$ cat config.mk
export PLATFORM = sky130hd
export DESIGN_NAME = cbpe_front
export DESIGN_NICKNAME = d
export VERILOG_FILES = /design/src/cbpe_pkg.sv /design/src/cbpe_front.sv
export SDC_FILE = /design/constraint.sdc
export NUM_CORES = 1
export LEC_CHECK = 0
export ABC_CLOCK_PERIOD_IN_PS = 1300
export BUFFER_PORTS_ARGS = -buffer_cell sky130_fd_sc_hd__buf_2
export CORE_AREA = 5 5 91 93
export DETAILED_ROUTE_END_ITERATION = 16
export DIE_AREA = 0 0 96 98
export REMOVE_ABC_BUFFERS = 1
export SLEW_MARGIN = 20
export SYNTH_ARGS = -nofsm -noshare
export SYNTH_HDL_FRONTEND = slang
export SYNTH_SLANG_ARGS = --single-unit
$ cat constraint.sdc
create_clock -name vclk -period 1.3
set_clock_uncertainty 0.1 [all_clocks]
set_input_delay 0.195 -clock vclk [all_inputs]
set_output_delay 0.195 -clock vclk [all_outputs]
set_load 0.005 [all_outputs]
$ cat src/cbpe_pkg.sv
// ----------------------------------------------------------------------------
// cbpe_pkg
// shared constants, field layout and queue entry types of the cubic
// bezier point evaluator
// ----------------------------------------------------------------------------
`default_nettype none

package cbpe_pkg;

    // coordinate format, signed Q16.16
    localparam int COORD_W    = 32;
    localparam int NUM_AXES   = 3;
    localparam int NUM_POINTS = 4;
    localparam int IDX_W      = 2;

    // curve parameter, Q0.16 with one extra bit so that 1.0 fits
    localparam int            U_W   = 17;
    localparam logic [U_W-1:0] U_ONE = 17'h10000;
    localparam int            U3_W  = 18;  // 3 * u still fits
    localparam int            SQ_W  = 33;  // u * u up to 2^32

    // weights in units of 2^-48, split into two partial products
    localparam int FRAC_SHIFT = 48;
    localparam int WEIGHT_W   = 49;
    localparam int W_LO_W     = 24;
    localparam int W_HI_W     = WEIGHT_W - W_LO_W;
    localparam int LO_P_W     = COORD_W + W_LO_W + 1;
    localparam int HI_P_W     = COORD_W + W_HI_W + 1;
    localparam int ACC_W      = COORD_W + WEIGHT_W + 1;
    localparam int Q_W        = ACC_W - FRAC_SHIFT;

    localparam logic [WEIGHT_W-1:0] WEIGHT_ONE = WEIGHT_W'(1) << FRAC_SHIFT;
    localparam logic [ACC_W-1:0]    RND_HALF   = ACC_W'(1) << (FRAC_SHIFT - 1);

    // command codes carried in tuser
    localparam logic CMD_LOAD = 1'b0;
    localparam logic CMD_EVAL = 1'b1;

    // input tdata layout, lowest bit first
    localparam int IDX_LSB    = 0;
    localparam int X_LSB      = IDX_LSB + IDX_W;
    localparam int Y_LSB      = X_LSB + COORD_W;
    localparam int Z_LSB      = Y_LSB + COORD_W;
    localparam int U_LSB      = Z_LSB + COORD_W;
    localparam int IN_FIELD_W = U_LSB + U_W;
    localparam int IN_TDATA_W = ((IN_FIELD_W + 7) / 8) * 8;

    // output tdata layout
    localparam int OUT_FIELD_W = NUM_AXES * COORD_W;
    localparam int OUT_TDATA_W = ((OUT_FIELD_W + 7) / 8) * 8;

    localparam int QUEUE_DEPTH_DEF = 4;

    typedef logic signed [COORD_W-1:0] coord_t;

    // one classified item between front and back
    typedef struct packed {
        logic             is_eval;
        logic [IDX_W-1:0] idx;
        coord_t           load_x;
        coord_t           load_y;
        coord_t           load_z;
        logic [U_W-1:0]   u;
    } entry_t;

    typedef struct packed {
        logic   push;
        entry_t entry;
    } q_wr_t;

    typedef struct packed {
        logic   valid;
        entry_t entry;
    } q_rd_t;

endpackage

`default_nettype wire

$ cat src/cbpe_front.sv
// ----------------------------------------------------------------------------
// cbpe_front
// accepts input transfers, decodes the command and clamps u to 1.0
// ----------------------------------------------------------------------------
`default_nettype none

module cbpe_front (
    input  wire logic                             s_tvalid,
    output logic                                  s_tready,
    input  wire logic [cbpe_pkg::IN_TDATA_W-1:0]  s_tdata,
    input  wire logic [0:0]                       s_tuser,
    input  wire logic                             q_full,
    output cbpe_pkg::q_wr_t                       q_wr
);

    logic [cbpe_pkg::U_W-1:0] u_raw;

    assign u_raw    = s_tdata[cbpe_pkg::U_LSB +: cbpe_pkg::U_W];
    assign s_tready = !q_full;

    always_comb begin
        q_wr.push         = s_tvalid && !q_full;
        q_wr.entry.is_eval = (s_tuser[0] == cbpe_pkg::CMD_EVAL);
        q_wr.entry.idx    = s_tdata[cbpe_pkg::IDX_LSB +: cbpe_pkg::IDX_W];
        q_wr.entry.load_x = s_tdata[cbpe_pkg::X_LSB +: cbpe_pkg::COORD_W];
        q_wr.entry.load_y = s_tdata[cbpe_pkg::Y_LSB +: cbpe_pkg::COORD_W];
        q_wr.entry.load_z = s_tdata[cbpe_pkg::Z_LSB +: cbpe_pkg::COORD_W];
        // anything above one counts as one
        q_wr.entry.u      = (u_raw > cbpe_pkg::U_ONE) ? cbpe_pkg::U_ONE : u_raw;
    end

endmodule

`default_nettype wire

# Word-level counts from Yosys, hierarchy flattened
# Index checks and enable logic that the tools add are counted.
[totals] in_bits=123 out_inout_bits=118 regBits=0
[op_classes] n_reduce_logical=2 order_cmp=1 n_mux=1
[ops] cell="$gt A17 B17 Y1 const B" n=1
[ops] cell="$mux W17" n=1
[ops] cell="$logic_and A1 B1 Y1" n=1
[ops] cell="$logic_not A1 Y1" n=1

# Logic depth before layout (Yosys ltp)
# Gate-level depths: netlist of the first run.
[depth] ltp_word=2 depth_mapped=3 mapped_depth_nobuf=3

# Worst setup path before layout of the first run
# No wires, ideal clock.
[synth_timing] path_type="input to output" start="input port s_tdata[103] (netlist name)" end="output port q_wr[10] (netlist name)" arrival_ns=0.919 n_path_buf=0 path_slack_ns=0.086 path_stages=3 cell_sequence="nor4_2 -> a41oi_4 -> nor2b_1"
[synth_rtl] element="from (decl)" line_no="cbpe_front.sv:10" source="input wire logic [cbpe_pkg::IN_TDATA_W-1:0] s_tdata,"
[synth_rtl] element="to (decl)" line_no="cbpe_front.sv:13" source="output cbpe_pkg::q_wr_t q_wr"

==> impl_metrics.tcl, run 1 <==
set metrics [dict create \
    leakage_nw 0.272 \
    multi_input_area_um2 249 \
    final_area_um2 666 \
    grt-ovfl-total 0 \
    worstSetupPathType "in2out" \
    dieWidth_um 96 \
    post_drt_wl_per_cell_um 75.1 \
    critPathBufInv 3 \
    hold_violations 0 \
    portBuffers 38 \
    crit_family "buffers and inverters" \
    comb_power_share 1.000 \
    hp-class "in2out" \
    drt_pre_antenna_iters 4 \
    fmax_ghz 0.685 \
    via_per_inst 3.52 \
    fin_crit_ps 1460 \
    drv_cap 0 \
    seqPwrFrac 0 \
    antenna_found_initial 0 \
    num_io_pins 241 \
    layout_commonest_cell "buf_2" \
    powerDensity_nw_per_um2 241 \
    grt_setup_unrepaired "true" \
    gp_congestion 0.882 \
    max-vdd-ir-drop_uv 26.1 \
    critPathSlowestCell "nor4_4" \
    layout-drive-gt1-share 0.735 \
    holdBufCountCts 0 \
    layout.nets 193 \
    fillers 898 \
    startpoint_type "primary input" \
    ant_nets 0 \
    end_kind "primary output" \
    setup_viol 10 \
    nClkBuffers 0 \
    drc 0 \
    antenna_cells 0 \
    grt_pass1_wl_um 13900 \
    areaGrowthSynthToFinish_pct -30.5 \
    synth-seq-area-share 0 \
    grt_start_max_net_pins 8 \
    ys_types 8 \
    p_clk_frac 0 \
    ff_latch_area_um2 0 \
    fin_crit_sh 1.12 \
    wl_um 12800 \
    most-common-layout-cells "buf_2 (30), nor2b_1 (16), buf_6 (7), buf_4 (5), nor4_4 (4)" \
    ys.warnings.count 0 \
    arrival_ps 1160 \
    intPower_mw 0.0869 \
    coreArea_um2 7450 \
    post_synth.cell_area_avg_um2 7.73 \
    fin_hold_ws_ps 290 \
    numSequentialCells 0 \
    syn_inst 124 \
    dpl_cell_area_um2 552 \
    tightest_slew_ps 271 \
    cp_cell_sequence "buf_6 > nor4_4 > buf_4 > a41oi_4 > nor2b_1 > buf_2" \
    slowest_delay_ps 250 \
    switchingPower_mw 0.0736 \
    die_h_um 98 \
    grt_usage 0.257 \
    drtIter0Drc 17 \
    switching_share 0.459 \
    syn_area_um2 958 \
    cp_data_required_time_ps 1000 \
    grt_pass1_vias 585 \
    rows 32 \
    drv_slew 0 \
    maxSlewHeadroom 0.819 \
    cp_max_fo 5 \
    start_util 0.129 \
    timing.final.ws_setup_ps -159 \
    vias 599 \
    outcome "finished, violations left" \
    place_hpwl_um 12400 \
    die_area_um2 9410 \
    violations "setup timing" \
]
-- power groups by stage --
stage	Clock [mW]	Combinational, mW	Sequential, mW
3_5_place_dp	0	0.129	0
6_report	0	0.161	0
5_1_grt	0	0.171	0
3_3_place_gp	0	0.126	0
4_1_cts	0	0.154	0
2_1_floorplan	0	0.0399	0
-- final cells by class --
class	count	share of cell area
well taps	102	0.192
inverters	2	0.0113
repair buffers	43	0.423
multi-input cells	23	0.374
-- timing repair --
item	CTS	global route
pin swaps	6	3
gates resized for setup	10	6
cloned	1	0
setup buffers	2	0
setup endpoints to repair	10	10
-- through the flow --
step	utilization	power [mW]	setup TNS (ps)	setup slack (ps)	std cells
final	0.0894	0.161	-1450	-159	170
after detailed placement	0.0741	0.129	-2570	-276	167
after global routing	0.0894	0.171	-2210	-264	170
after global placement	0.0741	0.126	-1990	-214	167
after floorplan	-	0.0399	0	85.9	24
after CTS	0.0860	0.154	-1550	-185	170
-- Yosys cell counts --
cell      count  area (µm²)
nor2b_1      16         100
clkbuf_1      1        3.75
nor4_4        2        42.5
inv_1         2        7.51
nor4_2        2        25.0
nor2b_2       1        8.76
a41oi_4       1        27.5
buf_4        99         743
-- path summary, 6_finish.rpt --
path                         start  endpoint  slack [ps]  depth (start not counted)
worst max-delay path  s_tdata[102]  q_wr[10]        -160                          6
worst min-delay path   s_tdata[19]  q_wr[98]         290                          0
-- layer usage --
| metal | vias to the layer above | GRT usage | share of wire |
|---|---|---|---|
| li1 | 174 | - | - |
| met1 | 224 | 0.0500 | 0.073 |
| met2 | 185 | 0.567 | 0.64 |
| met3 | 14 | 0.317 | 0.26 |
| met4 | 2 | 0.0635 | 0.020 |
| met5 | - | 0.0444 | 0.0037 |
-- cell families (layout without fill, tap and decap cells) --
family / count (synthesis) / after routing / share of synthesized area
and+or+nand+nor: 21 / 21 / 0.184
AOI/OAI and AO/OA: 1 / 2 / 0.0287
buffers and inverters: 102 / 45 / 0.787
(Power assumes the default switching activity.)
==> run 2: changes to the inputs <==
--- a/config.mk
+++ b/config.mk
@@ -10,6 +10,7 @@
 export CORE_AREA = 5 5 91 93
 export DETAILED_ROUTE_END_ITERATION = 16
 export DIE_AREA = 0 0 96 98
+export PLACE_DENSITY = 0.64
 export REMOVE_ABC_BUFFERS = 1
 export SLEW_MARGIN = 20
 export SYNTH_ARGS = -nofsm -noshare
==> constraint.sdc (replaced) <==
create_clock -name vclk -period 1.3
set_clock_uncertainty 0.1 [all_clocks]
set_input_delay 0.195 -clock vclk [all_inputs]
set_output_delay 0.195 -clock vclk [all_outputs]
set_load 0.05 [all_outputs]
==> run 2 against run 1 <==
Net effect:
- the flow still finishes with violations (setup timing)
- global-route usage increased by 0.30 points
- die area unchanged
- wire length increased by 0.74%
- flip-flop and latch count unchanged
- maximum frequency decreased by 11%
- combinational power increased by 80%
- total power increased by 81%
- via count increased by 4.2%
- clock-buffer cell count unchanged
- hold slack about the same
- final cell count unchanged
- critical endpoint is now q_wr[15]
==> impl_metrics.tcl, run 2 (synthesis results as in run 1) <==
set metrics [dict create \
    outcome "finished, violations left" \
    violations "setup timing" \
    hold_depth 0 \
    tightest_slew_ps 366 \
    layout_commonest_cell "buf_2" \
    wl_um 12900 \
    via_per_inst 3.67 \
    numSequentialCells 0 \
    max-vdd-ir-drop_uv 110 \
    slowest_delay_ps 270 \
    ant_nets 0 \
    drv_cap 0 \
    place_hpwl_um 12300 \
    grt_setup_unrepaired "true" \
    grt_start_max_net_pins 8 \
    ff_latch_area_um2 0 \
    critPathSlowestCell "nor4_4" \
    coreArea_um2 7450 \
    hold_violations 0 \
    end_kind "primary output" \
    fin_crit_sh 1.27 \
    layout.nets 193 \
    powerDensity_nw_per_um2 401 \
    layout.core_utilization 0.0973 \
    drc 0 \
    rows 32 \
    areaGrowthSynthToFinish_pct -24.4 \
    startpoint_type "primary input" \
    nClkBuffers 0 \
    die_area_um2 9410 \
    setup_viol 10 \
    most-common-layout-cells "buf_2 (23), buf_6 (14), nor2b_1 (10), nor2b_2 (7), buf_4 (5)" \
    arrival_ps 1350 \
    seqPwrFrac 0 \
    layout-drive-gt1-share 0.824 \
    crit_family "buffers and inverters" \
    antenna_found_initial 0 \
    hp-class "in2out" \
    worstSetupPathDepth 6 \
    portBuffers 38 \
    switchingPower_mw 0.186 \
    grt_usage 0.260 \
    grt_pass1_wl_um 14100 \
    fin_crit_ps 1650 \
    start_util 0.129 \
    drv_slew 0 \
    cp_cell_sequence "buf_8 > nor4_4 > buf_4 > a41oi_4 > nor2b_1 > buf_6" \
    power_mw 0.290 \
    critPathBufInv 3 \
    post_drt_wl_per_cell_um 75.7 \
    vias 624 \
    final_cells 170 \
    fillers 901 \
    fmax_ghz 0.608 \
    grt-ovfl-total 0 \
    grt_pass1_vias 612 \
    die_h_um 98 \
    holdBufCountCts 0 \
    gp_congestion 0.814 \
    maxSlewHeadroom 0.755 \
    intPower_mw 0.104 \
    p_clk_frac 0 \
    dpl.cell_count 167 \
    leakage_nw 0.285 \
    cp_data_required_time_ps 1000 \
    comb_power_share 1.000 \
    dieWidth_um 96 \
    cp_max_fo 5 \
    drtIter0Drc 25 \
    worstSetupPathType "in2out" \
    drt_pre_antenna_iters 4 \
    antenna_cells 0 \
    timing.final.ws_setup_ps -345 \
    switching_share 0.640 \
    num_io_pins 241 \
]
[run 2: cell count changes in the layout (fill, tap and decap cells not counted)]
cell,before,now
buf_2,30,23
buf_6,7,14
nor2b_1,16,10
nor2b_2,1,7
[run 2: worst paths after layout]
path | start | endpoint | slack (ps)
worst max-delay path | s_tdata[104] | q_wr[15] | -350
worst min-delay path | s_tdata[20] | q_wr[99] | 290
[run 2: cell type report]
type                       instances  area, µm²  area share
timing repair buffer              43        325       0.449
inverter                           2       7.51      0.0104
tap                              102        128       0.176
multi-input combinational         23        264       0.364
[run 2: routing by layer]
| metal | global-route usage | vias up | share of wire |
|---|---|---|---|
| met5 | 0.0167 | - | 0 |
| met4 | 0.0799 | 0 | 0.041 |
| met3 | 0.372 | 18 | 0.31 |
| met2 | 0.538 | 209 | 0.59 |
| met1 | 0.0463 | 222 | 0.064 |
| li1 | - | 175 | - |
[run 2: power groups by stage]
| stage | Clock, mW | Sequential (mW) | Combinational, mW |
|---|---|---|---|
| floorplan | 0 | 0 | 0.141 |
| global placement | 0 | 0 | 0.232 |
| detailed placement | 0 | 0 | 0.235 |
| CTS | 0 | 0 | 0.279 |
| global route | 0 | 0 | 0.303 |
| finish | 0 | 0 | 0.290 |
[run 2: metrics by stage]
stage	cell area, µm²	hold WS, ps	setup TNS, ps	setup slack, ps
2_1_floorplan	211	290	-4660	-492
3_3_place_gp	552	291	-4300	-441
3_5_place_dp	552	291	-4300	-442
4_1_cts	687	291	-3070	-325
5_1_grt	724	290	-3760	-407
6_report	724	290	-3170	-345
[run 2: repair_timing]
item,CTS,global route
cloned,1,0
resized for setup,23,12
buffers inserted,2,0
endpoints found under the setup margin,10,10
pin swaps,6,4
==> run 3: changes to the inputs <==
==> config.mk (replaced) <==
export PLATFORM = sky130hd
export DESIGN_NAME = cbpe_front
export DESIGN_NICKNAME = d
export VERILOG_FILES = /design/src/cbpe_pkg.sv /design/src/cbpe_front.sv
export SDC_FILE = /design/constraint.sdc
export NUM_CORES = 1
export LEC_CHECK = 0
export ABC_AREA = 1
export ABC_CLOCK_PERIOD_IN_PS = 1300
export BUFFER_PORTS_ARGS = -buffer_cell sky130_fd_sc_hd__buf_2
export CORE_AREA = 5 5 90 92
export DETAILED_ROUTE_END_ITERATION = 16
export DIE_AREA = 0 0 95 97
export PLACE_DENSITY = 0.66
export REMOVE_ABC_BUFFERS = 1
export SYNTH_ARGS = -nofsm -noshare
export SYNTH_HDL_FRONTEND = slang
export SYNTH_SLANG_ARGS = --single-unit
==> run 3 against run 2 <==
Net effect:
- the flow still finishes with violations (setup timing)
- synthesized cell count increased by 23%
- hold slack about the same
- utilization increased by 2.7 points
- sequential share of layout area unchanged
- final area increased by 23%
- largest power group unchanged
- total power increased by 14%
- global-route usage increased by 0.61 points
- highest routed layer is now met5
==> impl_metrics.tcl, run 3 <==
set metrics [dict create \
    place_hpwl_um 12300 \
    synthSimpleGateAreaFrac 0.0696 \
    setup_viol 16 \
    start_util 0.146 \
    grt_pass1_wl_um 14200 \
    powerDensity_nw_per_um2 372 \
    startpoint_type "primary input" \
    wl_um 12900 \
    nClkBuffers 0 \
    dpl_cell_area_um2 587 \
    synth_common_cells "buf_4 (99), inv_1 (18), a21oi_2 (9), nor2_1 (9), a21oi_1 (6)" \
    timing.final.ws_setup_ps -197 \
    synth-compound-area-share 0.120 \
    fin_crit_ps 1500 \
    critPathSlowestCell "nor2_4" \
    ff_latch_area_um2 0 \
    gp_congestion 0.859 \
    timing.critical_path.mode_cell "buf_6" \
    fin_crit_sh 1.15 \
    synthTopCellsByArea "buf_4 (71%), a21oi_2 (7.6%), inv_1 (6.5%)" \
    drtIter0Drc 40 \
    grt_start_max_net_pins 18 \
    fin_hold_ws_ps 290 \
    yosysTopAreaCell "buf_4" \
    ant_nets 0 \
    grt_usage 0.266 \
    synth_top_family_by_area "buffers and inverters" \
    cp_cell_sequence "buf_6 > nor2_2 > nand2_2 > nor2_4 > nand2_4 > a21oi_2 > buf_6" \
    via_per_inst 3.87 \
    hold_violations 0 \
    antenna_cells 0 \
    num_io_pins 241 \
    worstSetupPathType "in2out" \
    outcome "finished, violations left" \
    layout.core_utilization 0.124 \
    yosys.area.top_type_share 0.713 \
    violations "setup timing" \
    cp_max_fo 8 \
    synth_adder_area_share 0 \
    drt_pre_antenna_iters 4 \
    vias 731 \
    fillers 828 \
    syn_inst 153 \
    grt_setup_unrepaired "true" \
    dieWidth_um 95 \
    tightest_slew_ps 346 \
    post_synth.cell_area_avg_um2 6.81 \
    end_kind "primary output" \
    die_area_um2 9220 \
    grt-ovfl-total 0 \
    grt_pass1_vias 666 \
    slowest_delay_ps 210 \
    fmax_ghz 0.668 \
    synth-xor-area-share 0 \
    numSequentialCells 0 \
    syn_area_um2 1040 \
    layout.nets 215 \
    final_area_um2 888 \
    drc 0 \
    antenna_found_initial 1 \
    rows 31 \
    drv_slew 0 \
    coreArea_um2 7140 \
    cp_data_required_time_ps 1000 \
    synth-seq-area-share 0 \
    portBuffers 38 \
    drv_cap 0 \
    pre_cts_ws_ps -311 \
    arrival_ps 1200 \
    leakage_nw 0.390 \
    most-common-layout-cells "buf_6 (25), inv_1 (18), a21oi_2 (13), buf_2 (9)" \
    max-vdd-ir-drop_uv 55.9 \
    areaGrowthSynthToFinish_pct -14.8 \
    ys_types 12 \
    post_drt_wl_per_cell_um 68.4 \
    synthMuxAreaShare 0 \
    layout-drive-gt1-share 0.789 \
    layout_commonest_cell "buf_6" \
    ys.warnings.count 0 \
    maxSlewHeadroom 0.769 \
    critPathBufInv 2 \
    finalSetupTns_ps -2820 \
    synth.most_common_cell "buf_4" \
    crit_family "simple AND/OR/NAND/NOR gates" \
    die_h_um 97 \
    hp-class "in2out" \
]
[run 3: changes by cell type in the layout (fill, tap and decap cells not counted), moves of 2 or more]
cell and change:
nor2b_1 -10, buf_8 +2, nor4_4 -4, a21oi_2 +13, buf_6 +11, inv_1 +16
a41oi_4 -2, buf_2 -14, nor2_4 +5, nor2b_2 -7, buf_4 -4, nor2_2 +5
nand2_2 +4, a21oi_4 +3
[run 3: cell families after synthesis]
family,after synthesis
simple gates,16
compound gates,16
buf+inv,121
[run 3: report_power, final]
| group | leakage, nW | switching (mW) | internal (mW) |
|---|---|---|---|
| Sequential | 0 | 0 | 0 |
| Combinational | 0.390 | 0.201 | 0.130 |
| Clock | 0 | 0 | 0 |
[run 3: per-layer routing]
metal	vias to the layer above	GRT usage	routed length, µm
met2	196	0.607	8340
met5	-	0.00595	17
met3	28	0.323	3280
li1	232	-	-
met4	2	0.0799	537
met1	273	0.0384	751
[run 3: final timing paths]
kind | startpoint | to | slack [ps] | cells past startpoint
max | s_tdata[102] | q_wr[2] | -200 | 7
min | s_tdata[18] | q_wr[97] | 290 | 0
[run 3: repair_timing]
| action | 4_1_cts | 5_1_grt |
|---|---|---|
| buffers inserted | 0 | 0 |
| resized for setup | 59 | 16 |
| hold buffers | 0 | 0 |
| pin swaps | 15 | 6 |
| gates cloned | 1 | 0 |
| endpoints found under the setup margin | 16 | 17 |
[run 3: per-stage QoR]
| step | power [mW] | cells |
|---|---|---|
| 6_report | 0.331 | 189 |
| 5_1_grt | 0.346 | 189 |
| 4_1_cts | 0.309 | 189 |
| 3_5_place_dp | 0.236 | 188 |
| 3_3_place_gp | 0.232 | 188 |
| 2_1_floorplan | 0.147 | 50 |
[run 3: layout make-up]
cell class                 count  area (µm²)  share of cell area
inverter                      18        67.6              0.0761
timing repair buffer          39         387               0.435
tap                           99         124               0.139
multi-input combinational     33         310               0.349
