[config.mk]
export PLATFORM = sky130hd
export DESIGN_NAME = cbpe_queue
export DESIGN_NICKNAME = d
export VERILOG_FILES = /design/src/cbpe_pkg.sv /design/src/cbpe_queue.sv
export SDC_FILE = /design/constraint.sdc
export NUM_CORES = 1
export LEC_CHECK = 0
export ABC_AREA = 1
export BUFFER_PORTS_ARGS = -buffer_cell sky130_fd_sc_hd__buf_2
export CORE_MARGIN = 2
export CORE_UTILIZATION = 52
export DETAILED_ROUTE_END_ITERATION = 6
export PLACE_DENSITY = 0.76
export SYNTH_ARGS = -nofsm -noshare
export SYNTH_HDL_FRONTEND = slang
export SYNTH_SLANG_ARGS = --single-unit
[constraint.sdc]
create_clock -name aclk -period 3.2 [get_ports aclk]
set_clock_uncertainty 0.1 [all_clocks]
set_input_delay 0.32 -clock aclk [delete_from_list [all_inputs] [get_ports aclk]]
set_output_delay 0.32 -clock aclk [all_outputs]
set_load 0.01 [all_outputs]
[src/cbpe_pkg.sv]
// ----------------------------------------------------------------------------
// cbpe_pkg
// shared constants, field layout and queue entry types of the cubic
// bezier point evaluator
// ----------------------------------------------------------------------------
`default_nettype none

package cbpe_pkg;

    // coordinate format, signed Q16.16
    localparam int COORD_W    = 32;
    localparam int NUM_AXES   = 3;
    localparam int NUM_POINTS = 4;
    localparam int IDX_W      = 2;

    // curve parameter, Q0.16 with one extra bit so that 1.0 fits
    localparam int            U_W   = 17;
    localparam logic [U_W-1:0] U_ONE = 17'h10000;
    localparam int            U3_W  = 18;  // 3 * u still fits
    localparam int            SQ_W  = 33;  // u * u up to 2^32

    // weights in units of 2^-48, split into two partial products
    localparam int FRAC_SHIFT = 48;
    localparam int WEIGHT_W   = 49;
    localparam int W_LO_W     = 24;
    localparam int W_HI_W     = WEIGHT_W - W_LO_W;
    localparam int LO_P_W     = COORD_W + W_LO_W + 1;
    localparam int HI_P_W     = COORD_W + W_HI_W + 1;
    localparam int ACC_W      = COORD_W + WEIGHT_W + 1;
    localparam int Q_W        = ACC_W - FRAC_SHIFT;

    localparam logic [WEIGHT_W-1:0] WEIGHT_ONE = WEIGHT_W'(1) << FRAC_SHIFT;
    localparam logic [ACC_W-1:0]    RND_HALF   = ACC_W'(1) << (FRAC_SHIFT - 1);

    // command codes carried in tuser
    localparam logic CMD_LOAD = 1'b0;
    localparam logic CMD_EVAL = 1'b1;

    // input tdata layout, lowest bit first
    localparam int IDX_LSB    = 0;
    localparam int X_LSB      = IDX_LSB + IDX_W;
    localparam int Y_LSB      = X_LSB + COORD_W;
    localparam int Z_LSB      = Y_LSB + COORD_W;
    localparam int U_LSB      = Z_LSB + COORD_W;
    localparam int IN_FIELD_W = U_LSB + U_W;
    localparam int IN_TDATA_W = ((IN_FIELD_W + 7) / 8) * 8;

    // output tdata layout
    localparam int OUT_FIELD_W = NUM_AXES * COORD_W;
    localparam int OUT_TDATA_W = ((OUT_FIELD_W + 7) / 8) * 8;

    localparam int QUEUE_DEPTH_DEF = 4;

    typedef logic signed [COORD_W-1:0] coord_t;

    // one classified item between front and back
    typedef struct packed {
        logic             is_eval;
        logic [IDX_W-1:0] idx;
        coord_t           load_x;
        coord_t           load_y;
        coord_t           load_z;
        logic [U_W-1:0]   u;
    } entry_t;

    typedef struct packed {
        logic   push;
        entry_t entry;
    } q_wr_t;

    typedef struct packed {
        logic   valid;
        entry_t entry;
    } q_rd_t;

endpackage

`default_nettype wire

[src/cbpe_queue.sv]
// ----------------------------------------------------------------------------
// cbpe_queue
// short fifo of classified items between front and back
// ----------------------------------------------------------------------------
`default_nettype none

module cbpe_queue #(
    parameter int DEPTH = cbpe_pkg::QUEUE_DEPTH_DEF
) (
    input  wire logic             aclk,
    input  wire logic             aresetn,
    input  wire cbpe_pkg::q_wr_t  q_wr,
    output logic                  q_full,
    output cbpe_pkg::q_rd_t       q_rd,
    input  wire logic             q_pop
);

    localparam int PTR_W = $clog2(DEPTH);
    localparam int CNT_W = $clog2(DEPTH + 1);

    cbpe_pkg::entry_t mem_reg [DEPTH];
    logic [PTR_W-1:0] wr_ptr_reg;
    logic [PTR_W-1:0] rd_ptr_reg;
    logic [CNT_W-1:0] count_reg;
    logic [PTR_W-1:0] wr_ptr_next;
    logic [PTR_W-1:0] rd_ptr_next;
    logic [CNT_W-1:0] count_next;

    assign q_full      = (count_reg == CNT_W'(DEPTH));
    assign q_rd.valid  = (count_reg != '0);
    assign q_rd.entry  = mem_reg[rd_ptr_reg];

    always_comb begin
        wr_ptr_next = wr_ptr_reg;
        rd_ptr_next = rd_ptr_reg;
        count_next  = count_reg;
        if (q_wr.push) begin
            wr_ptr_next = (wr_ptr_reg == PTR_W'(DEPTH - 1)) ? '0 : wr_ptr_reg + 1'b1;
        end
        if (q_pop) begin
            rd_ptr_next = (rd_ptr_reg == PTR_W'(DEPTH - 1)) ? '0 : rd_ptr_reg + 1'b1;
        end
        if (q_wr.push && !q_pop) begin
            count_next = count_reg + 1'b1;
        end else if (!q_wr.push && q_pop) begin
            count_next = count_reg - 1'b1;
        end
    end

    always_ff @(posedge aclk) begin
        if (!aresetn) begin
            wr_ptr_reg <= '0;
            rd_ptr_reg <= '0;
            count_reg  <= '0;
        end else begin
            wr_ptr_reg <= wr_ptr_next;
            rd_ptr_reg <= rd_ptr_next;
            count_reg  <= count_next;
        end
    end

    always_ff @(posedge aclk) begin
        if (q_wr.push) begin
            mem_reg[wr_ptr_reg] <= q_wr.entry;
        end
    end

    a_no_push_full: assert property (@(posedge aclk) disable iff (!aresetn)
        !(q_wr.push && q_full))
        else $error("queue written while full");

    a_no_pop_empty: assert property (@(posedge aclk) disable iff (!aresetn)
        q_pop |-> (count_reg != '0))
        else $error("queue popped while empty");

    a_count_bound: assert property (@(posedge aclk) disable iff (!aresetn)
        count_reg <= CNT_W'(DEPTH))
        else $error("queue count beyond depth");

endmodule

`default_nettype wire

==> After elaboration in Yosys (flattened, before gate mapping) <==
Memories as Yosys holds them, arrays and structs flattened. A register that Yosys moved wholly into a read port is not among the register bits.
Cells that the tools add are included.
{ "word_totals": {"register_bits": 7, "mem_bits_rw": 464, "input_bits": 120, "wordCells": 25, "mem_count": 1, "output_inout_bits": 118} }
{ "memory_table": {"columns": ["memory", "words", "word_bits", "read_ports", "rd_ports_with_merged_regs", "write_ports", "line", "text"], "rows": [
  ["mem_reg", 4, 116, 1, 1, 1, "cbpe_queue.sv:21", "cbpe_pkg::entry_t mem_reg [DEPTH];"]
]} }
{ "op_classes": {"reduce_logical": 6, "muxes": 8, "addsub": 4, "eq_ne": 3} }
{ "ops": {"columns": ["operator", "n"], "rows": [
  ["two-way mux 2 bit", 4],
  ["two-way mux 3 bit", 2],
  ["adder 2 x 1 -> 2 bit (second input constant)", 2],
  ["equality test 2 bit (second input constant)", 2],
  ["adder 3 x 1 -> 3 bit (second input constant)", 1],
  ["equality test 3 bit (second input constant)", 1],
  ["nonzero test 3 bit", 1],
  ["subtractor 3 x 1 -> 3 bit (second input constant)", 1],
  ["logical AND 1 bit", 2],
  ["logical NOT 1 bit", 2],
  ["two-way mux 1 bit", 2],
  ["nonzero test 2 bit", 1]
]} }

==> Depth between registers and ports, before layout <==
Gate-level depths: netlist of the first run.
{ "depth": {"depth_word": 4, "depth_mapped": 10, "depth_no_buf": 10} }

==> Least setup slack after synthesis of the first run <==
OpenSTA, ideal clock, no wires.
{ "synth_path": {"kind": "register to register", "startpoint": "reg wr_ptr_reg[0]", "endpoint": "mem mem_reg[3][0] in the netlist's numbering, enable pin", "synth_period_minus_slack_ns": 3.397, "setup_ns": 0.469, "n_path_buf": 0, "path_slack_ns": -0.197, "arrival_time_ns": 2.828, "path_stages_with_launch": 4, "cell_sequence": "dfxtp_1 -> ha_1 -> nand2_1 -> inv_1"} }
{ "synth_rtl": {"columns": ["element", "line", "text"], "rows": [
  ["from (decl)", "cbpe_queue.sv:22", "logic [PTR_W-1:0] wr_ptr_reg;"],
  ["from (signal assigned)", "cbpe_queue.sv:56", "wr_ptr_reg <= wr_ptr_next;"],
  ["to (decl)", "cbpe_queue.sv:21", null]
]} }
No word-level cell before the write port.

==> results of run 1 <==
through the flow:
step | std cells | cell area (um2) | util | worst slack, ns
3_5_place_dp | 1804 | 19160 | 0.5714 | 1.009
3_3_place_gp | 1804 | 19160 | 0.5714 | 1.052
5_1_grt | 2011 | 21780 | 0.6496 | 0.1388
4_1_cts | 2008 | 21780 | 0.6494 | 0.4002
6_report | 2011 | 21780 | 0.6496 | 0.2950
2_1_floorplan | 1182 | 17690 | - | 0.2842
synthesized netlist by cell type:
cell / number / share of area
sky130_fd_sc_hd__edfxtp_1: 464 / 0.79
sky130_fd_sc_hd__nor2_1: 241 / 0.051
sky130_fd_sc_hd__o21ai_0: 163 / 0.046
sky130_fd_sc_hd__o22ai_1: 116 / 0.041
sky130_fd_sc_hd__o21ai_1: 72 / 0.020
sky130_fd_sc_hd__clkbuf_1: 39 / 0.0083
sky130_fd_sc_hd__buf_6: 23 / 0.015
sky130_fd_sc_hd__inv_1: 14 / 0.0030
sky130_fd_sc_hd__buf_2: 9 / 0.0025
sky130_fd_sc_hd__dfxtp_1: 9 / 0.010
sky130_fd_sc_hd__nand2_1: 9 / 0.0019
sky130_fd_sc_hd__ha_1: 6 / 0.0042
sky130_fd_sc_hd__a21oi_1: 3 / 0.00085
sky130_fd_sc_hd__buf_8: 3 / 0.0025
sky130_fd_sc_hd__nor3_1: 3 / 0.00085
sky130_fd_sc_hd__clkbuf_2: 2 / 0.00057
sky130_fd_sc_hd__fa_1: 1 / 0.0011
sky130_fd_sc_hd__inv_4: 1 / 0.00035
sky130_fd_sc_hd__inv_8: 1 / 0.00064
sky130_fd_sc_hd__nand3_1: 1 / 0.00028
sky130_fd_sc_hd__nand4_1: 1 / 0.00035
sky130_fd_sc_hd__xor2_1: 1 / 0.00050
final cells by class:
| type | instances | area [um2] |
|---|---|---|
| diodes | 3 | 7.507 |
| clock buffers | 59 | 1221 |
| clock inverters | 27 | 212.7 |
| fillers | 2295 | 11750 |
| inverters | 16 | 85.08 |
| multi-input cells | 617 | 2985 |
| flip-flops and latches | 473 | 14120 |
| well taps | 448 | 560.5 |
| repair buffers | 368 | 2590 |
timing repair:
item                                    CTS  global route
hold buffers                            118             0
endpoints found under the setup margin    0             0
hold endpoints to repair                472             0
cells by family (layout without fill, tap and decap cells):
family	after synthesis	in the layout	synth area share
and+or+nand+nor	255	255	0.05458
adders and majority gates	7	7	0.005380
buffers and inverters	92	470	0.03256
xor gates and xnor gates	1	1	0.0004956
other	0	3	0
DFF	473	473	0.7985
AOI/OAI and AO/OA	354	354	0.1085
power groups by stage:
stage          logic (mW)  clock network [mW]  registers [mW]
2_1_floorplan       0.759                   0            7.28
3_3_place_gp         1.26                   0            7.28
3_5_place_dp         1.29                   0            7.29
4_1_cts              1.41                5.22            7.16
5_1_grt              1.56                5.46            7.18
6_report             1.42                5.14            7.16
cells in the final DEF (no fill, tap or decap):
cell / netlist / final
sky130_fd_sc_hd__a21oi_1: 3 / 3
sky130_fd_sc_hd__inv_8: 1 / 2
sky130_fd_sc_hd__ha_1: 6 / 6
sky130_fd_sc_hd__fa_1: 1 / 1
sky130_fd_sc_hd__nand4_1: 1 / 1
sky130_fd_sc_hd__clkinv_4: 0 / 1
sky130_fd_sc_hd__clkbuf_16: 0 / 47
sky130_fd_sc_hd__nand3_1: 1 / 1
sky130_fd_sc_hd__nand2_1: 9 / 9
sky130_fd_sc_hd__buf_12: 0 / 10
sky130_fd_sc_hd__clkbuf_1: 39 / 12
sky130_fd_sc_hd__nor3_1: 3 / 3
sky130_fd_sc_hd__inv_4: 1 / 1
sky130_fd_sc_hd__clkinv_2: 0 / 8
sky130_fd_sc_hd__nor2_1: 241 / 241
sky130_fd_sc_hd__bufinv_16: 0 / 3
sky130_fd_sc_hd__buf_2: 9 / 237
sky130_fd_sc_hd__diode_2: 0 / 3
sky130_fd_sc_hd__clkinv_1: 0 / 12
sky130_fd_sc_hd__buf_4: 0 / 3
sky130_fd_sc_hd__inv_1: 14 / 10
sky130_fd_sc_hd__dlygate4sd3_1: 0 / 118
sky130_fd_sc_hd__dfxtp_1: 9 / 7
sky130_fd_sc_hd__dfxtp_4: 0 / 2
sky130_fd_sc_hd__edfxtp_1: 464 / 464
sky130_fd_sc_hd__inv_6: 0 / 2
sky130_fd_sc_hd__o22ai_1: 116 / 116
sky130_fd_sc_hd__o21ai_1: 72 / 72
sky130_fd_sc_hd__o21ai_0: 163 / 163
sky130_fd_sc_hd__clkinvlp_4: 0 / 4
sky130_fd_sc_hd__xor2_1: 1 / 1
tightest hold or removal path, stage by stage:
cell and delay (ns):
sky130_fd_sc_hd__buf_2 0.14, sky130_fd_sc_hd__inv_1 0.11, sky130_fd_sc_hd__a21oi_1 0.07
per-layer routing:
| metal | vias to the layer above | share of wire | track usage | wire (um) |
|---|---|---|---|---|
| li1 | 5161 | - | - | - |
| met1 | 5478 | 0.40 | 0.2822 | 15610 |
| met2 | 422 | 0.49 | 0.3672 | 19320 |
| met5 | - | 0 | 0 | 0 |
| met3 | 73 | 0.082 | 0.05495 | 3221 |
| met4 | 0 | 0.023 | 0.07752 | 903 |
path summary, 6_finish.rpt:
| path | start | to | cells after the start |
|---|---|---|---|
| setup / recovery | flip-flop | q_rd[79] | 4 |
| hold / removal | q_wr[116] | wr_ptr_reg[1] | 3 |
| hold reg to reg | wr_ptr_reg[1] | wr_ptr_reg[1] | 2 |
| setup reg to reg | wr_ptr_reg[0] | mem_reg[3][51] | 4 |
==> run summary, run 1 <==
The flow ran to the end, and the final reports show no timing, DRC or antenna violations. The maximum VDD drop came out at 649.2 uV. The total area inside the core boundary comes to 0.03353 mm2.

The first global-routing pass estimated 60.93 mm of wire. The worst setup path is captured at an output port. The final worst-path cycle share was 0.9078. Length of the first detailed-routing pass in iterations: 5.

STA puts the critical path data required time at 2.78 ns. The maximum fanout along the worst path came out at 232. For this run, design rule violations remaining after detail routing come to 0. The tools report the arrival time of data at the critical path endpoint as 2.49 ns. The maximum level of the CTS H-tree was 2; the number of gates resized after cts was 0.

In this run the static leakage power is 7.651 nW. The wire length per cell was 19.42 um. In this run, CTS created clock tree buffers numbering 47. For the pin with the worst max-slew slack, the measured transition is 1.096 ns. The final number of hold-violating endpoints was 0; the share of cells above drive strength 1 was 0.2051. The switching part of the total power came out at 0.2304. Growth of design area from synthesis to finish: 23.25%. The remaining global-route overflow was 0; the die extent in x was 188.4 um. A synthesized cell averages 14.95 um2. The headroom to the max-slew limit is 0.2695. For the initial antenna violation count, the log shows 3.

The die covers 0.03548 mm2. The number of buffer and inverter instances along the worst setup path was 2. The path class of the lowest-slack min-delay path is in -> reg. The register with the most flip-flops in the layout has 464 of them. Counting I/O delays and the setup requirement, the final critical path takes 2.905 ns. The cell family contributing the most delay on the critical path is buffers and inverters. The analysis attributes to net switching a power of 3.161 mW. The row count was 67; the final HPWL from detailed placement was 19.27 mm. In this run, the number of DRC markers left after iteration 0 of detailed routing was 833. The congestion estimate from routability-driven global placement came to 0.7400. TritonCTS built the clock tree.

Adding up every negative setup slack in the final design gives 0 ns. The run gives 0 as the final number of max-transition violations. The worst setup path is launched from a flip-flop. The final wirelength was 39.05 mm.

The cell sitting at the root of the clock tree is a sky130_fd_sc_hd__clkbuf_16. At the end of the flow, the number of nets in the layout was 1,650. Final number of setup-violating endpoints: 0.

For this design the top-level I/O count stands at 238. After synthesis the netlist holds a flip-flop and latch count of 473. After clock tree synthesis, the clock-pin slew on the worst setup and hold paths is 0.06 ns.

Buffers placed on the I/O ports in this run total 237. The logs give 3 for the number of buffers on the longest clock path and 0.01767 mm2 for the cell area after technology mapping. The count of buffers added by post-CTS timing repair for setup was 0. Synthesis produced 1,182 cells.

The run gives 0.7985 as the sequential fraction of the synthesis area. The initial core utilization came out at 0.5271. The combinational group share of total power is 0.104, and the number of clock sinks seen by CTS is 473.

The slack of the worst reg-to-reg path came out at 1.25 ns. Summing over every cut layer, the via total after detailed routing is 11,130. The die height is 188.4 um, and the achievable frequency is 0.3442 GHz. After layout, the design draws a total of 13.72 mW. For the global-route usage over all layers, the log shows 0.2197. The netlist uses 22 different library cells. Hold timing on the final database bottoms out at a slack of 0.04825 ns.

The cell with the largest stage delay on the worst path was sky130_fd_sc_hd__buf_12. The stage delay of the slowest cell on the critical path works out to 0.61 ns. Entering global routing, the biggest net connects 233 pins. For the number of violations of the max-capacitance limit, the log shows 0. The tools report the synthesized net count as 1,309. The cell area power density was 629.8 mW/mm2. The run gives 0.54 ns as the insertion delay of the later-clocked pin in the worst-skew pair. Traced cell by cell, the critical path runs through buf_12 > o21ai_0 > o22ai_1 > buf_2. The sequential share of power was 0.522; the mean number of vias per cell was 5.537. Internal power comes to 10.56 mW. The worst setup path is of the reg -> out kind. Once detail routing completed, the nets flagged for antenna violations numbered 0. The clock power share came out at 0.374. Setup repair after global routing left no endpoint under its margin. The count of warnings emitted by yosys was 0. The number of global-route vias before repair came out at 11,270.
(Power assumes the default switching activity.)
==> run 2, diff against run 1 <==
--- a/config.mk
+++ b/config.mk
@@ -10,7 +10,7 @@
 export CORE_MARGIN = 2
 export CORE_UTILIZATION = 52
 export DETAILED_ROUTE_END_ITERATION = 6
-export PLACE_DENSITY = 0.76
+export PLACE_DENSITY_LB_ADDON = 0.25
 export SYNTH_ARGS = -nofsm -noshare
 export SYNTH_HDL_FRONTEND = slang
 export SYNTH_SLANG_ARGS = --single-unit
==> run summary, run 2 (same netlist as run 1, synthesis figures left out) <==
The flow ran to the end, and the final reports show no timing, DRC or antenna violations. The slew at the pin closest to its max-slew limit was 0.9505 ns. The buffer cell driving the clock tree root was sky130_fd_sc_hd__clkbuf_16. Mean number of vias per cell: 5.449.

Kind of start point of the critical path: a flip-flop. The initial antenna violation count was 3; the number of violations of the max-capacitance limit was 0. Clock tree synthesis inserted a total of 47 buffers. The total via count after detailed routing was 10,990. The combined area of the multi-input logic cells came out at 0.002985 mm2. The tools report the utilization after layout as 0.6522. In the layout the commonest cells are sky130_fd_sc_hd__edfxtp_1 (464), sky130_fd_sc_hd__nor2_1 (241), sky130_fd_sc_hd__buf_2 (237). The run gives 0 as the final number of max-transition violations. On the critical path, the stage with the largest delay is an instance of sky130_fd_sc_hd__buf_4. The post-layout total power is 13.87 mW.

For the final routed database, the setup TNS stands at 0 ns. Clock-pin slew was measured on the worst setup and hold paths at 0.06 ns. The count of nets left with antenna violations once routing finished came out at 0. Gates resized during post-CTS repair numbered 0.

Along the worst path, the maximum fanout reaches 68. The summed area of non-filler cells in the final layout came out at 0.02187 mm2. The number of port buffers was 237; the die height was 188.4 um.

The row count is 67, and the achievable frequency is 0.3776 GHz. After detailed routing, the average wire length per cell comes to 18.94 um. The logs give 0 for the count of buffers added by post-CTS timing repair for setup and 0 for the remaining global-route overflow. Flip-flop count of the largest register, all copies and words added: 464. The critical path goes through buf_4 > o21ai_0 > o22ai_1 > buf_2. After legalization and detailed placement, the total HPWL measured 20.34 mm. The clock passes through at most 3 buffers. The final worst-path cycle share works out to 0.8276. The tools report the final number of hold-violating endpoints as 0. For the global-route usage over all layers, the log shows 0.2126. The headroom to the max-slew limit was 0.3663; the area of the die was 0.03548 mm2. Entering global routing, the biggest net connects 118 pins. The tools report the length of the first detailed-routing pass in iterations as 5. Leaving out fill and tap cells, the most frequent cell in the layout is sky130_fd_sc_hd__edfxtp_1. STA puts the critical path data required time at 2.78 ns.

The global-route wire length before repair is 59.18 mm. In the final design database the tool counted 1,656 nets. The tools report the kind of capture point of the worst setup path as an output port.

The final number of setup-violating endpoints came out at 0. The path class of the lowest-slack min-delay path is in -> reg. The largest single stage delay on the critical path is 0.53 ns. Initial core utilization: 0.5271. The instance area at placement came out at 0.01919 mm2.

For the area of the core region, the log shows 0.03353 mm2. From left edge to right edge, the die measures 188.4 um. The worst path needs 2.648 ns of the cycle, external delays included. The maximum level of the CTS H-tree is 2. The top cell family by delay on the critical path is buffers and inverters. For this block, the initial DRC count from the detailed router was 696. The startpoint of the most critical register-to-register path was wr_ptr_reg[0]. The cell area power density came out at 634.1 mW/mm2. Registers take 0.01412 mm2. The layout has 2,377 filler cells. Leakage power figure: 7.704 nW. TritonCTS built the clock tree. In this run, post-CTS hold repair placed 118 buffers. Clock latency on the worst-skew pair, taken at its later pin, is 0.54 ns. The growth of design area from synthesis to finish works out to 23.73%. Pin placement for this block handled 238 I/O pins.

Together, buffers and inverters on the worst path number 2. The final-layout worst hold slack is 0.05092 ns, and the number of global-route vias before repair is 10,960. The critical path in this run is classified as reg -> out.

The number of design rule violations left after detail routing was 0; the maximum VDD drop was 475.6 uV. Setup repair after global routing left no endpoint under its margin. The final weighted congestion of routability-driven global placement came out at 0.7604. The share of cells above drive strength 1 is 0.2088, and the number of clock sinks seen by CTS is 473. Arrival time of data at the critical path endpoint: 2.23 ns. Final wirelength: 38.18 mm.

The launch point of the worst hold path is q_wr[116].
## run 2: where the power goes
group	switching [mW]	internal, mW
combinational	0.911	0.526
sequential	0.0602	7.08
clock	2.17	3.11
## run 2: final timing paths
kind / end / slack (ns) / depth (start not counted)
worst max-delay path: q_rd[21] / 0.55 / 4
worst min-delay path: wr_ptr_reg[1] / 0.05 / 3
worst max register to register: mem_reg[0][63] / 0.71 / 6
worst min register to register: wr_ptr_reg[1] / 0.44 / 2
## run 2: per-layer routing
metal,vias to the layer above,global-route usage,wire length (um)
li1,5164,-,-
met1,5383,0.2930,16460
met2,376,0.3470,18210
met3,61,0.04135,2704
met4,2,0.06520,796
met5,-,0,13
## run 2: cell type report
type | instances | area share
multi-input combinational | 617 | 0.1365
tap | 448 | 0.02563
clock buffer | 60 | 0.05796
sequential | 473 | 0.6457
timing repair buffer | 374 | 0.1199
antenna | 2 | 0.0002289
inverter | 16 | 0.003891
clock inverter | 26 | 0.01013
## run 2: worst reg2reg max path, stage by stage, from the launching register on
cell	delay, ns
sky130_fd_sc_hd__dfxtp_1	0.35
sky130_fd_sc_hd__inv_1	0.09
sky130_fd_sc_hd__ha_1	0.15
sky130_fd_sc_hd__nand2_1	0.08
sky130_fd_sc_hd__clkinvlp_4	0.08
sky130_fd_sc_hd__buf_4	0.68
sky130_fd_sc_hd__buf_4	0.61
## run 2: metrics by stage
step | cells | worst slack, ns
2_1_floorplan | 1182 | 0.2842
3_3_place_gp | 1810 | 0.7530
3_5_place_dp | 1810 | 0.7356
4_1_cts | 2014 | 0.5203
5_1_grt | 2016 | 0.4029
6_report | 2016 | 0.5516
